===== config.mk =====
export PLATFORM = sky130hd
export DESIGN_NAME = postfix_expression_evaluator
export DESIGN_NICKNAME = d
export VERILOG_FILES = /design/src/rtl/pfx_eval_pkg.sv /design/src/rtl/pfx_eval_ram.sv /design/src/rtl/postfix_expression_evaluator.sv
export VERILOG_INCLUDE_DIRS = /design/src /design/src/rtl
export SDC_FILE = /design/constraint.sdc
export NUM_CORES = 2
export LEC_CHECK = 0
export ABC_AREA = 1
export BUFFER_PORTS_ARGS = -buffer_cell sky130_fd_sc_hd__buf_2
export CAP_MARGIN = 25
export CORE_ASPECT_RATIO = 1.5
export CORE_MARGIN = 3
export CORE_UTILIZATION = 65
export CTS_BUF_LIST = sky130_fd_sc_hd__clkbuf_2
export DETAILED_ROUTE_END_ITERATION = 10
export PLACE_DENSITY = 0.82
export SLEW_MARGIN = 20
export SYNTH_ARGS = -nofsm -noshare
export SYNTH_HDL_FRONTEND = slang
export SYNTH_SLANG_ARGS = --single-unit

===== constraint.sdc =====
create_clock -name clk_i -period 8.3 [get_ports clk_i]
set_input_delay 0.415 -clock clk_i [delete_from_list [all_inputs] [get_ports clk_i]]
set_output_delay 0.415 -clock clk_i [all_outputs]
set_load 0.05 [all_outputs]

===== src/rtl/postfix_expression_evaluator_assert.svh =====
// Assertion macros for the postfix evaluator. Each use sits on a line of its own.
`ifndef POSTFIX_EXPRESSION_EVALUATOR_ASSERT_SVH
`define POSTFIX_EXPRESSION_EVALUATOR_ASSERT_SVH

// Same-cycle implication, disabled during reset.
`define PFX_ASSERT_IMPL(label, clk, rst_n, ante, cons, msg) \
  label: assert property (@(posedge clk) disable iff (!rst_n) (ante) |-> (cons)) \
    else $error(msg);

// Next-cycle implication, disabled during reset.
`define PFX_ASSERT_NEXT(label, clk, rst_n, ante, cons, msg) \
  label: assert property (@(posedge clk) disable iff (!rst_n) (ante) |=> (cons)) \
    else $error(msg);

`endif


===== src/rtl/pfx_eval_pkg.sv =====
// ----------------------------------------------------------------------------
// pfx_eval_pkg
// Types, symbol codes and status codes shared by the postfix evaluator.
// ----------------------------------------------------------------------------
package pfx_eval_pkg;

  localparam int unsigned StackDepth = 16;
  localparam int unsigned DataW      = 32;
  localparam int unsigned DivSteps   = DataW;

  localparam logic [7:0] SymZero = 8'd48;
  localparam logic [7:0] SymNine = 8'd57;
  localparam logic [7:0] SymAdd  = 8'h2B;
  localparam logic [7:0] SymSub  = 8'h2D;
  localparam logic [7:0] SymMul  = 8'h2A;
  localparam logic [7:0] SymDiv  = 8'h2F;
  localparam logic [7:0] SymMod  = 8'h25;
  localparam logic [7:0] SymPow  = 8'h5E;

  typedef enum logic [2:0] {
    StatusOk        = 3'd0,
    StatusUnderflow = 3'd1,
    StatusOverflow  = 3'd2,
    StatusDivZero   = 3'd3,
    StatusUnknown   = 3'd4
  } status_e;

  typedef enum logic [3:0] {
    StIdle,
    StDecode,
    StReadLeft,
    StLatchLeft,
    StExec,
    StPow,
    StDiv,
    StDivFix,
    StWrite,
    StFinish,
    StEmit
  } state_e;

  typedef struct packed {
    logic [7:0] symbol;
    logic       last_symbol;
  } in_item_t;

  typedef struct packed {
    logic signed [31:0] value;
    logic [2:0]         status;
  } out_item_t;

endpackage


===== src/rtl/pfx_eval_ram.sv =====
// ----------------------------------------------------------------------------
// pfx_eval_ram
// Generic single-write, single-read RAM with registered read data.
// ----------------------------------------------------------------------------
module pfx_eval_ram #(
  parameter int unsigned Width = 32,
  parameter int unsigned Depth = 16,
  localparam int unsigned AddrW = (Depth > 1) ? $clog2(Depth) : 1
) (
  input  logic             clk_i,
  input  logic             we_i,
  input  logic [AddrW-1:0] waddr_i,
  input  logic [Width-1:0] wdata_i,
  input  logic [AddrW-1:0] raddr_i,
  output logic [Width-1:0] rdata_o
);

  logic [Width-1:0] mem_q [Depth];
  logic [Width-1:0] rdata_q;

  always_ff @(posedge clk_i) begin
    if (we_i) begin
      mem_q[waddr_i] <= wdata_i;
    end
    rdata_q <= mem_q[raddr_i];
  end

  assign rdata_o = rdata_q;

endmodule


===== src/rtl/postfix_expression_evaluator.sv =====
// Per transaction: / and % run the serial divider unless the divisor is zero;
// ^ squares the base once per exponent bit up to the highest set bit, or skips
// that loop for a negative exponent. A last symbol also waits for the output
// register. The divider produces one quotient bit per cycle.
// Reset clears the stack pointer, sticky status and output valid; the stack
// RAM is not cleared, since no entry above the stack pointer is ever read.
// ----------------------------------------------------------------------------
// postfix_expression_evaluator
// Stack-based postfix evaluator with a shared multiplier and a serial divider.
// ----------------------------------------------------------------------------
`include "postfix_expression_evaluator_assert.svh"

module postfix_expression_evaluator #(
  parameter int unsigned STACK_DEPTH = pfx_eval_pkg::StackDepth
) (
  input  logic                    clk_i,
  input  logic                    rst_ni,
  input  logic                    in_valid_i,
  output logic                    in_ready_o,
  input  pfx_eval_pkg::in_item_t  in_item_i,
  output logic                    out_valid_o,
  input  logic                    out_ready_i,
  output pfx_eval_pkg::out_item_t out_item_o
);

  localparam int unsigned AddrW = (STACK_DEPTH > 1) ? $clog2(STACK_DEPTH) : 1;
  localparam int unsigned SpW   = $clog2(STACK_DEPTH + 1);
  localparam int unsigned DW    = pfx_eval_pkg::DataW;
  localparam int unsigned CntW  = $clog2(pfx_eval_pkg::DivSteps);

  pfx_eval_pkg::state_e  state_q, state_d;
  pfx_eval_pkg::status_e err_q, err_d;
  logic [SpW-1:0]        sp_q, sp_d;
  logic                  out_valid_q, out_valid_d;
  pfx_eval_pkg::out_item_t out_q, out_d;

  logic [7:0]      sym_q, sym_d;
  logic            last_q, last_d;
  logic [DW-1:0]   l_q, l_d;
  logic [DW-1:0]   r_q, r_d;
  logic [DW-1:0]   res_q, res_d;
  logic [DW-1:0]   rem_q, rem_d;
  logic [CntW-1:0] cnt_q, cnt_d;
  logic            phase_q, phase_d;
  logic            neg_q, neg_d;

  logic                  set_err;
  pfx_eval_pkg::status_e err_code;

  logic [SpW-1:0]   sp_m1, sp_m2;
  logic             ram_we;
  logic [AddrW-1:0] ram_waddr, ram_raddr;
  logic [DW-1:0]    ram_wdata, ram_rdata;

  logic [DW-1:0] mul_a, mul_b, prod;
  logic [DW:0]   trial;
  logic [DW-1:0] div_mag;
  logic          is_div;
  logic          out_load;

  assign sp_m1  = sp_q - SpW'(1);
  assign sp_m2  = sp_q - SpW'(2);
  assign is_div = (sym_q == pfx_eval_pkg::SymDiv);

  // Shared multiplier: operands picked by the sequencer.
  always_comb begin
    mul_a = l_q;
    mul_b = l_q;
    if (state_q == pfx_eval_pkg::StExec) begin
      mul_b = r_q;
    end else if (state_q == pfx_eval_pkg::StPow && !phase_q) begin
      mul_a = res_q;
    end
  end
  assign prod = mul_a * mul_b;

  // Restoring division step: dividend shifts out of l_q, quotient shifts in.
  assign trial   = {rem_q, l_q[DW-1]} - {1'b0, r_q};
  assign div_mag = is_div ? l_q : rem_q;

  assign out_load = (state_q == pfx_eval_pkg::StEmit) && (!out_valid_q || out_ready_i);

  pfx_eval_ram #(
    .Width (DW),
    .Depth (STACK_DEPTH)
  ) u_stack (
    .clk_i   (clk_i),
    .we_i    (ram_we),
    .waddr_i (ram_waddr),
    .wdata_i (ram_wdata),
    .raddr_i (ram_raddr),
    .rdata_o (ram_rdata)
  );

  always_comb begin
    state_d     = state_q;
    sp_d        = sp_q;
    out_valid_d = out_valid_q;
    out_d       = out_q;
    sym_d       = sym_q;
    last_d      = last_q;
    l_d         = l_q;
    r_d         = r_q;
    res_d       = res_q;
    rem_d       = rem_q;
    cnt_d       = cnt_q;
    phase_d     = phase_q;
    neg_d       = neg_q;
    set_err     = 1'b0;
    err_code    = pfx_eval_pkg::StatusOk;
    ram_we      = 1'b0;
    ram_waddr   = sp_q[AddrW-1:0];
    ram_wdata   = DW'(sym_q - pfx_eval_pkg::SymZero);
    ram_raddr   = sp_m1[AddrW-1:0];

    if (out_valid_q && out_ready_i) begin
      out_valid_d = 1'b0;
    end

    case (state_q)
      pfx_eval_pkg::StIdle: begin
        if (in_valid_i) begin
          sym_d   = in_item_i.symbol;
          last_d  = in_item_i.last_symbol;
          state_d = pfx_eval_pkg::StDecode;
        end
      end
      pfx_eval_pkg::StDecode: begin
        state_d = pfx_eval_pkg::StFinish;
        if (sym_q inside {[pfx_eval_pkg::SymZero:pfx_eval_pkg::SymNine]}) begin
          if (sp_q >= SpW'(STACK_DEPTH)) begin
            set_err  = 1'b1;
            err_code = pfx_eval_pkg::StatusOverflow;
          end else begin
            ram_we = 1'b1;
            sp_d   = sp_q + SpW'(1);
          end
        end else if (sym_q inside {pfx_eval_pkg::SymAdd, pfx_eval_pkg::SymSub,
                                   pfx_eval_pkg::SymMul, pfx_eval_pkg::SymDiv,
                                   pfx_eval_pkg::SymMod, pfx_eval_pkg::SymPow}) begin
          if (sp_q < SpW'(2)) begin
            set_err  = 1'b1;
            err_code = pfx_eval_pkg::StatusUnderflow;
          end else begin
            // Right operand read issued here.
            state_d = pfx_eval_pkg::StReadLeft;
          end
        end else begin
          set_err  = 1'b1;
          err_code = pfx_eval_pkg::StatusUnknown;
        end
      end
      pfx_eval_pkg::StReadLeft: begin
        r_d       = ram_rdata;
        ram_raddr = sp_m2[AddrW-1:0];
        state_d   = pfx_eval_pkg::StLatchLeft;
      end
      pfx_eval_pkg::StLatchLeft: begin
        l_d     = ram_rdata;
        state_d = pfx_eval_pkg::StExec;
      end
      pfx_eval_pkg::StExec: begin
        state_d = pfx_eval_pkg::StWrite;
        case (sym_q)
          pfx_eval_pkg::SymAdd: res_d = l_q + r_q;
          pfx_eval_pkg::SymSub: res_d = l_q - r_q;
          pfx_eval_pkg::SymMul: res_d = prod;
          pfx_eval_pkg::SymPow: begin
            if (r_q[DW-1]) begin
              if (l_q == DW'(1)) begin
                res_d = DW'(1);
              end else if (l_q == {DW{1'b1}}) begin
                res_d = r_q[0] ? {DW{1'b1}} : DW'(1);
              end else begin
                res_d = '0;
              end
            end else begin
              res_d   = DW'(1);
              phase_d = 1'b0;
              state_d = pfx_eval_pkg::StPow;
            end
          end
          default: begin
            // Divide or remainder.
            if (r_q == '0) begin
              set_err  = 1'b1;
              err_code = pfx_eval_pkg::StatusDivZero;
              res_d    = '0;
            end else begin
              l_d     = l_q[DW-1] ? (DW'(0) - l_q) : l_q;
              r_d     = r_q[DW-1] ? (DW'(0) - r_q) : r_q;
              neg_d   = is_div ? (l_q[DW-1] ^ r_q[DW-1]) : l_q[DW-1];
              rem_d   = '0;
              cnt_d   = '0;
              state_d = pfx_eval_pkg::StDiv;
            end
          end
        endcase
      end
      pfx_eval_pkg::StPow: begin
        // Alternate: multiply into the accumulator, then square the base.
        if (r_q == '0) begin
          state_d = pfx_eval_pkg::StWrite;
        end else if (!phase_q) begin
          if (r_q[0]) begin
            res_d = prod;
          end
          phase_d = 1'b1;
        end else begin
          l_d     = prod;
          r_d     = r_q >> 1;
          phase_d = 1'b0;
        end
      end
      pfx_eval_pkg::StDiv: begin
        if (!trial[DW]) begin
          rem_d = trial[DW-1:0];
          l_d   = {l_q[DW-2:0], 1'b1};
        end else begin
          rem_d = {rem_q[DW-2:0], l_q[DW-1]};
          l_d   = {l_q[DW-2:0], 1'b0};
        end
        cnt_d = cnt_q + CntW'(1);
        if (cnt_q == CntW'(pfx_eval_pkg::DivSteps - 1)) begin
          state_d = pfx_eval_pkg::StDivFix;
        end
      end
      pfx_eval_pkg::StDivFix: begin
        res_d   = neg_q ? (DW'(0) - div_mag) : div_mag;
        state_d = pfx_eval_pkg::StWrite;
      end
      pfx_eval_pkg::StWrite: begin
        ram_we    = 1'b1;
        ram_waddr = sp_m2[AddrW-1:0];
        ram_wdata = res_q;
        sp_d      = sp_m1;
        state_d   = pfx_eval_pkg::StFinish;
      end
      pfx_eval_pkg::StFinish: begin
        // Top-of-stack read issued here for the result.
        state_d = last_q ? pfx_eval_pkg::StEmit : pfx_eval_pkg::StIdle;
      end
      pfx_eval_pkg::StEmit: begin
        if (out_load) begin
          out_valid_d  = 1'b1;
          out_d.value  = (sp_q != '0) ? ram_rdata : '0;
          out_d.status = err_q;
          sp_d         = '0;
          state_d      = pfx_eval_pkg::StIdle;
        end
      end
      default: begin
        state_d = pfx_eval_pkg::StIdle;
      end
    endcase

    err_d = err_q;
    if (out_load) begin
      err_d = pfx_eval_pkg::StatusOk;
    end else if (set_err && err_q == pfx_eval_pkg::StatusOk) begin
      err_d = err_code;
    end
  end

  always_ff @(posedge clk_i or negedge rst_ni) begin
    if (!rst_ni) begin
      state_q     <= pfx_eval_pkg::StIdle;
      err_q       <= pfx_eval_pkg::StatusOk;
      sp_q        <= '0;
      out_valid_q <= 1'b0;
    end else begin
      state_q     <= state_d;
      err_q       <= err_d;
      sp_q        <= sp_d;
      out_valid_q <= out_valid_d;
    end
  end

  always_ff @(posedge clk_i) begin
    out_q   <= out_d;
    sym_q   <= sym_d;
    last_q  <= last_d;
    l_q     <= l_d;
    r_q     <= r_d;
    res_q   <= res_d;
    rem_q   <= rem_d;
    cnt_q   <= cnt_d;
    phase_q <= phase_d;
    neg_q   <= neg_d;
  end

  assign in_ready_o  = (state_q == pfx_eval_pkg::StIdle);
  assign out_valid_o = out_valid_q;
  assign out_item_o  = out_q;

  `PFX_ASSERT_IMPL(a_sp_bound, clk_i, rst_ni, 1'b1, sp_q <= SpW'(STACK_DEPTH), "stack pointer past depth")
  `PFX_ASSERT_IMPL(a_write_depth, clk_i, rst_ni, state_q == pfx_eval_pkg::StWrite, sp_q >= SpW'(2), "result write without two operands")
  `PFX_ASSERT_IMPL(a_div_nonzero, clk_i, rst_ni, state_q == pfx_eval_pkg::StDiv, r_q != '0, "divider running on zero divisor")
  `PFX_ASSERT_NEXT(a_emit_clears, clk_i, rst_ni, out_load, (sp_q == '0) && (err_q == pfx_eval_pkg::StatusOk) && out_valid_q, "result load did not clear the stack")

endmodule

==> results_dict.tcl, run 1 <==
set metrics [dict create \
    status "did not finish" \
    haltStage "global routing" \
    first-error "[ERROR GRT-0116] Global routing finished with congestion. Check the congestion regions in the DRC Viewer." \
    first_global_vias 56515 \
    dp_hpwl_mm 168 \
    num_rows 127 \
    grt_pass1_wl_mm 405 \
    cts_made_buffers 150 \
    grt_max_degree 159 \
    track_usage 0.661 \
    synth_cell_types 64 \
    clockRootBuffer "clkbuf_2" \
    synth_top_flop_cell "edfxtp_1" \
    initial_core_util 0.661 \
    htree_levels 4 \
    synth-edff-count 691 \
    syn_inst 5917 \
    fp.dieW_um 240 \
    avgSynthCellArea_um2 9.00 \
    ys_seq_area_frac 0.408 \
    netlist.top_cell.by_area "edfxtp_1" \
    yosys-top-cells-area "edfxtp_1, fa_1, nor2_1, nand2_1, inv_1" \
    port_buffers 49 \
    ys_warn_count 0 \
    clockBufferDepth 3 \
    post_cts_buffers 0 \
    synth_nets 6543 \
    ys_async_sr_fraction 0.0177 \
    cts_sinks 736 \
    routabilityCongestion 1.16 \
    ys_ff_latch 736 \
    syn_area_um2 53200 \
    die_h_um 357 \
    grt.overflow.total 166 \
    io_pins 50 \
    synth_top_area_frac 0.390 \
]
-- cells in the mapped netlist (all sizes together), types with 18 or more instances --
master      n
nor3       65
xnor2      32
nor2     1052
edfxtp    691
o21ai     616
nand3     226
buf        48
o211ai     45
dfxtp      32
nand4      30
nor4       30
o32ai      50
xor2       75
o2111ai    29
o221ai     45
nand2     940
or2        36
clkbuf    202
inv       791
ha        203
o22ai      18
fa        410
a21oi     156
-- cells by family after synthesis --
| family | after synthesis | synth area share |
|---|---|---|
| flops | 736 | 0.408 |
| buf+inv | 1050 | 0.0759 |
| xor+xnor | 107 | 0.0176 |
| compound gates | 1012 | 0.113 |
| simple gates | 2399 | 0.184 |
| fa+ha+maj | 613 | 0.202 |
-- per-stage QoR --
step	setup slack (ns)	hold slack [ns]	instances	cell area, µm²	util
floorplan	0.711	0.119	5917	53200	-
detailed placement	-0.0234	0.351	7007	56200	0.697
CTS	0.0610	0.0330	7306	57800	0.718
global placement	0.0388	0.348	7006	56100	0.697
-- per-layer routing --
metal,track usage,overflow
met1,0.664,0
met4,0.698,73
met3,0.404,0
met5,0.0743,0
met2,0.892,93
-- repair_timing --
action	4_1_cts
gates cloned	1
hold buffers	22
pin swaps	1
hold endpoints to repair	42
setup endpoints to repair	2
gates resized for setup	2
==> run 2: changes to the inputs <==
--- a/config.mk
+++ b/config.mk
@@ -9,12 +9,10 @@
 export ABC_AREA = 1
 export BUFFER_PORTS_ARGS = -buffer_cell sky130_fd_sc_hd__buf_2
 export CAP_MARGIN = 25
-export CORE_ASPECT_RATIO = 1.5
 export CORE_MARGIN = 3
-export CORE_UTILIZATION = 65
-export CTS_BUF_LIST = sky130_fd_sc_hd__clkbuf_2
+export CORE_UTILIZATION = 40
 export DETAILED_ROUTE_END_ITERATION = 10
-export PLACE_DENSITY = 0.82
+export PLACE_DENSITY_LB_ADDON = 0.15
 export SLEW_MARGIN = 20
 export SYNTH_ARGS = -nofsm -noshare
 export SYNTH_HDL_FRONTEND = slang
==> results_dict.tcl, run 2 <==
set metrics [dict create \
    status "complete, no violations" \
    ant_nets 0 \
    track_usage 0.293 \
    ys_warn_count 0 \
    relSlewSlack 0.232 \
    die_area_um2 138000 \
    cpMostUsedCell "fa_1" \
    cp-start-kind "register" \
    ys_ff_latch 736 \
    synth_compound_area_frac 0.113 \
    fin_crit_sh 0.977 \
    cts_sinks 736 \
    antenna_found_initial 5 \
    dp_hpwl_mm 150 \
    io_pins 50 \
    muxShareOfSynthArea 0 \
    yosys-top-cells-area "edfxtp_1, fa_1, nor2_1, nand2_1, inv_1" \
    final_common_cell "nor2_1" \
    critical_path_class "reg2reg" \
    highest_layer "met5" \
    synth_most_common_cell "nor2_1" \
    slew_viol_final 0 \
    final_cell_mix "nor2_1, nand2_1, inv_1" \
    drc 0 \
    drt_wl_total_mm 204 \
    hold_violations 0 \
    die_h_um 371 \
    syn2layout_area_growth_pct 14.7 \
    largest_register_ffs 512 \
    grt_pass1_wl_mm 295 \
    drt_iter0_drc 4615 \
    vias 44420 \
    drv_cap 0 \
    cts_tree "done" \
    met2_length_mm 92.8 \
    syn_area_um2 53200 \
    grt_setup_unrepaired "yes" \
    synth_top_area_frac 0.390 \
    avgSynthCellArea_um2 9.00 \
    yosys.area_share.simple 0.184 \
    ys_async_sr_fraction 0.0177 \
    path_clk_slew_ns 0.06 \
    synth-xor-area-share 0.0176 \
    htree_levels 3 \
    slowest_delay_ns 0.57 \
    cp_max_fo 6 \
    endpoint_kind "register" \
    nFillCells 12754 \
    initial_core_util 0.404 \
    synth_cell_types 64 \
    grt_max_degree 176 \
    via_per_inst 5.59 \
    fin_util 0.464 \
    routabilityCongestion 1.04 \
    setup_violations 0 \
    setup_tns_ns 0 \
    syn_inst 5917 \
    fin_cells 7947 \
    finClkSkew_ns 0.0386 \
    finalCriticalPeriod_ns 8.11 \
    layout-drive-gt1-share 0.116 \
    cp.arrival_ns 8.47 \
    netlist.top_cell.by_area "edfxtp_1" \
    first_global_vias 43231 \
    clk_latency_ns 0.68 \
    route.layer.met1.wl_mm 83.8 \
    clockBufferDepth 3 \
    multiInputGateArea_um2 28200 \
    core_um2 132000 \
    cpLargestDelayFamily "adder cells" \
    num_rows 133 \
    drt-pass1-iter-count 6 \
    required_ns 8.66 \
    tightest_slew_ns 1.14 \
    yosys.area_share.adder 0.202 \
    final_nets 6748 \
    clockRootBuffer "clkbuf_16" \
    port_buffers 49 \
    seq_area_um2 21700 \
    cp_num_buf_inv 7 \
    fp.dieW_um 371 \
    synth_commonest_cells "nor2_1, nand2_1, inv_1" \
    post_drt_wl_per_cell_um 25.7 \
    synth_top_family_by_area "adder cells" \
    holdCritPathClass "in2async" \
    cts_made_buffers 84 \
    ys_seq_area_frac 0.408 \
    synth_top_flop_cell "edfxtp_1" \
    largest_register "u_stack.mem_q" \
    slowest_stage "fa_1" \
    fmax_ghz 0.123 \
    grt.overflow.total 0 \
    placedCellCount 7723 \
    synth-edff-count 691 \
    wl_met3_mm 16.7 \
    synth_nets 6543 \
]
[run 2: final timing paths]
| check | from | end | slack, ns | depth (start not counted) |
|---|---|---|---|---|
| worst max register to register | state_q[0] | res_q[29] | 0.19 | 30 |
| min in group clk_i | in_valid_i | state_q[3] | 0.35 | 5 |
| max in group asynchronous | rst_ni | state_q[3] | 7.79 | 2 |
| worst min-delay path | rst_ni | out_valid_o | 0.20 | 2 |
| worst max-delay path | state_q[0] | res_q[29] | 0.19 | 30 |
| worst min register to register | err_q[1] | out_item_o[1] | 0.48 | 0 |
[run 2: per-layer routing]
| layer | track usage | vias to the layer above |
|---|---|---|
| met3 | 0.0522 | 434 |
| met5 | 0 | - |
| met1 | 0.390 | 22083 |
| met4 | 0.130 | 6 |
| li1 | - | 20002 |
| met2 | 0.470 | 1895 |
[run 2: kinds of logic (layout without fill, tap and decap cells)]
logic type | count (synthesis) | count (layout)
other cells | 0 | 2
flops | 736 | 736
fa+ha+maj | 613 | 613
buf+inv | 1050 | 1322
compound gates | 1012 | 1012
simple gates | 2399 | 2400
xor+xnor | 107 | 107
[run 2: cell type report]
class                   count  share of cell area
repair buffers            368              0.0514
well taps                1755              0.0359
clock buffers              98              0.0359
diodes                      2           0.0000819
inverters                 800              0.0504
clock inverters            56             0.00883
multi-input cells        4132               0.462
flip-flops and latches    736               0.356
[run 2: through the flow]
stage / setup slack [ns] / hold slack, ns / cell area, µm²
after floorplan: 0.711 / 0.119 / 53200
after global placement: -0.204 / 0.339 / 57100
after detailed placement: -0.246 / 0.344 / 57100
after CTS: 0.00753 / 0.165 / 60000
after global routing: -0.112 / 0.211 / 61100
final: 0.193 / 0.201 / 61100
[run 2: what timing repair did]
item / 4_1_cts / 5_1_grt
gates cloned: 0 / 4
endpoints found under the setup margin: 9 / 22
gates resized for setup: 5 / 136
pin swaps: 2 / 27
hold endpoints to repair: 23 / 0
hold buffers: 11 / 0
setup buffers: 7 / 42
Power of run 2 is left out: the tool's default activity adds up to more than one toggle a clock period on the data nets, which glitch-free logic cannot reach.
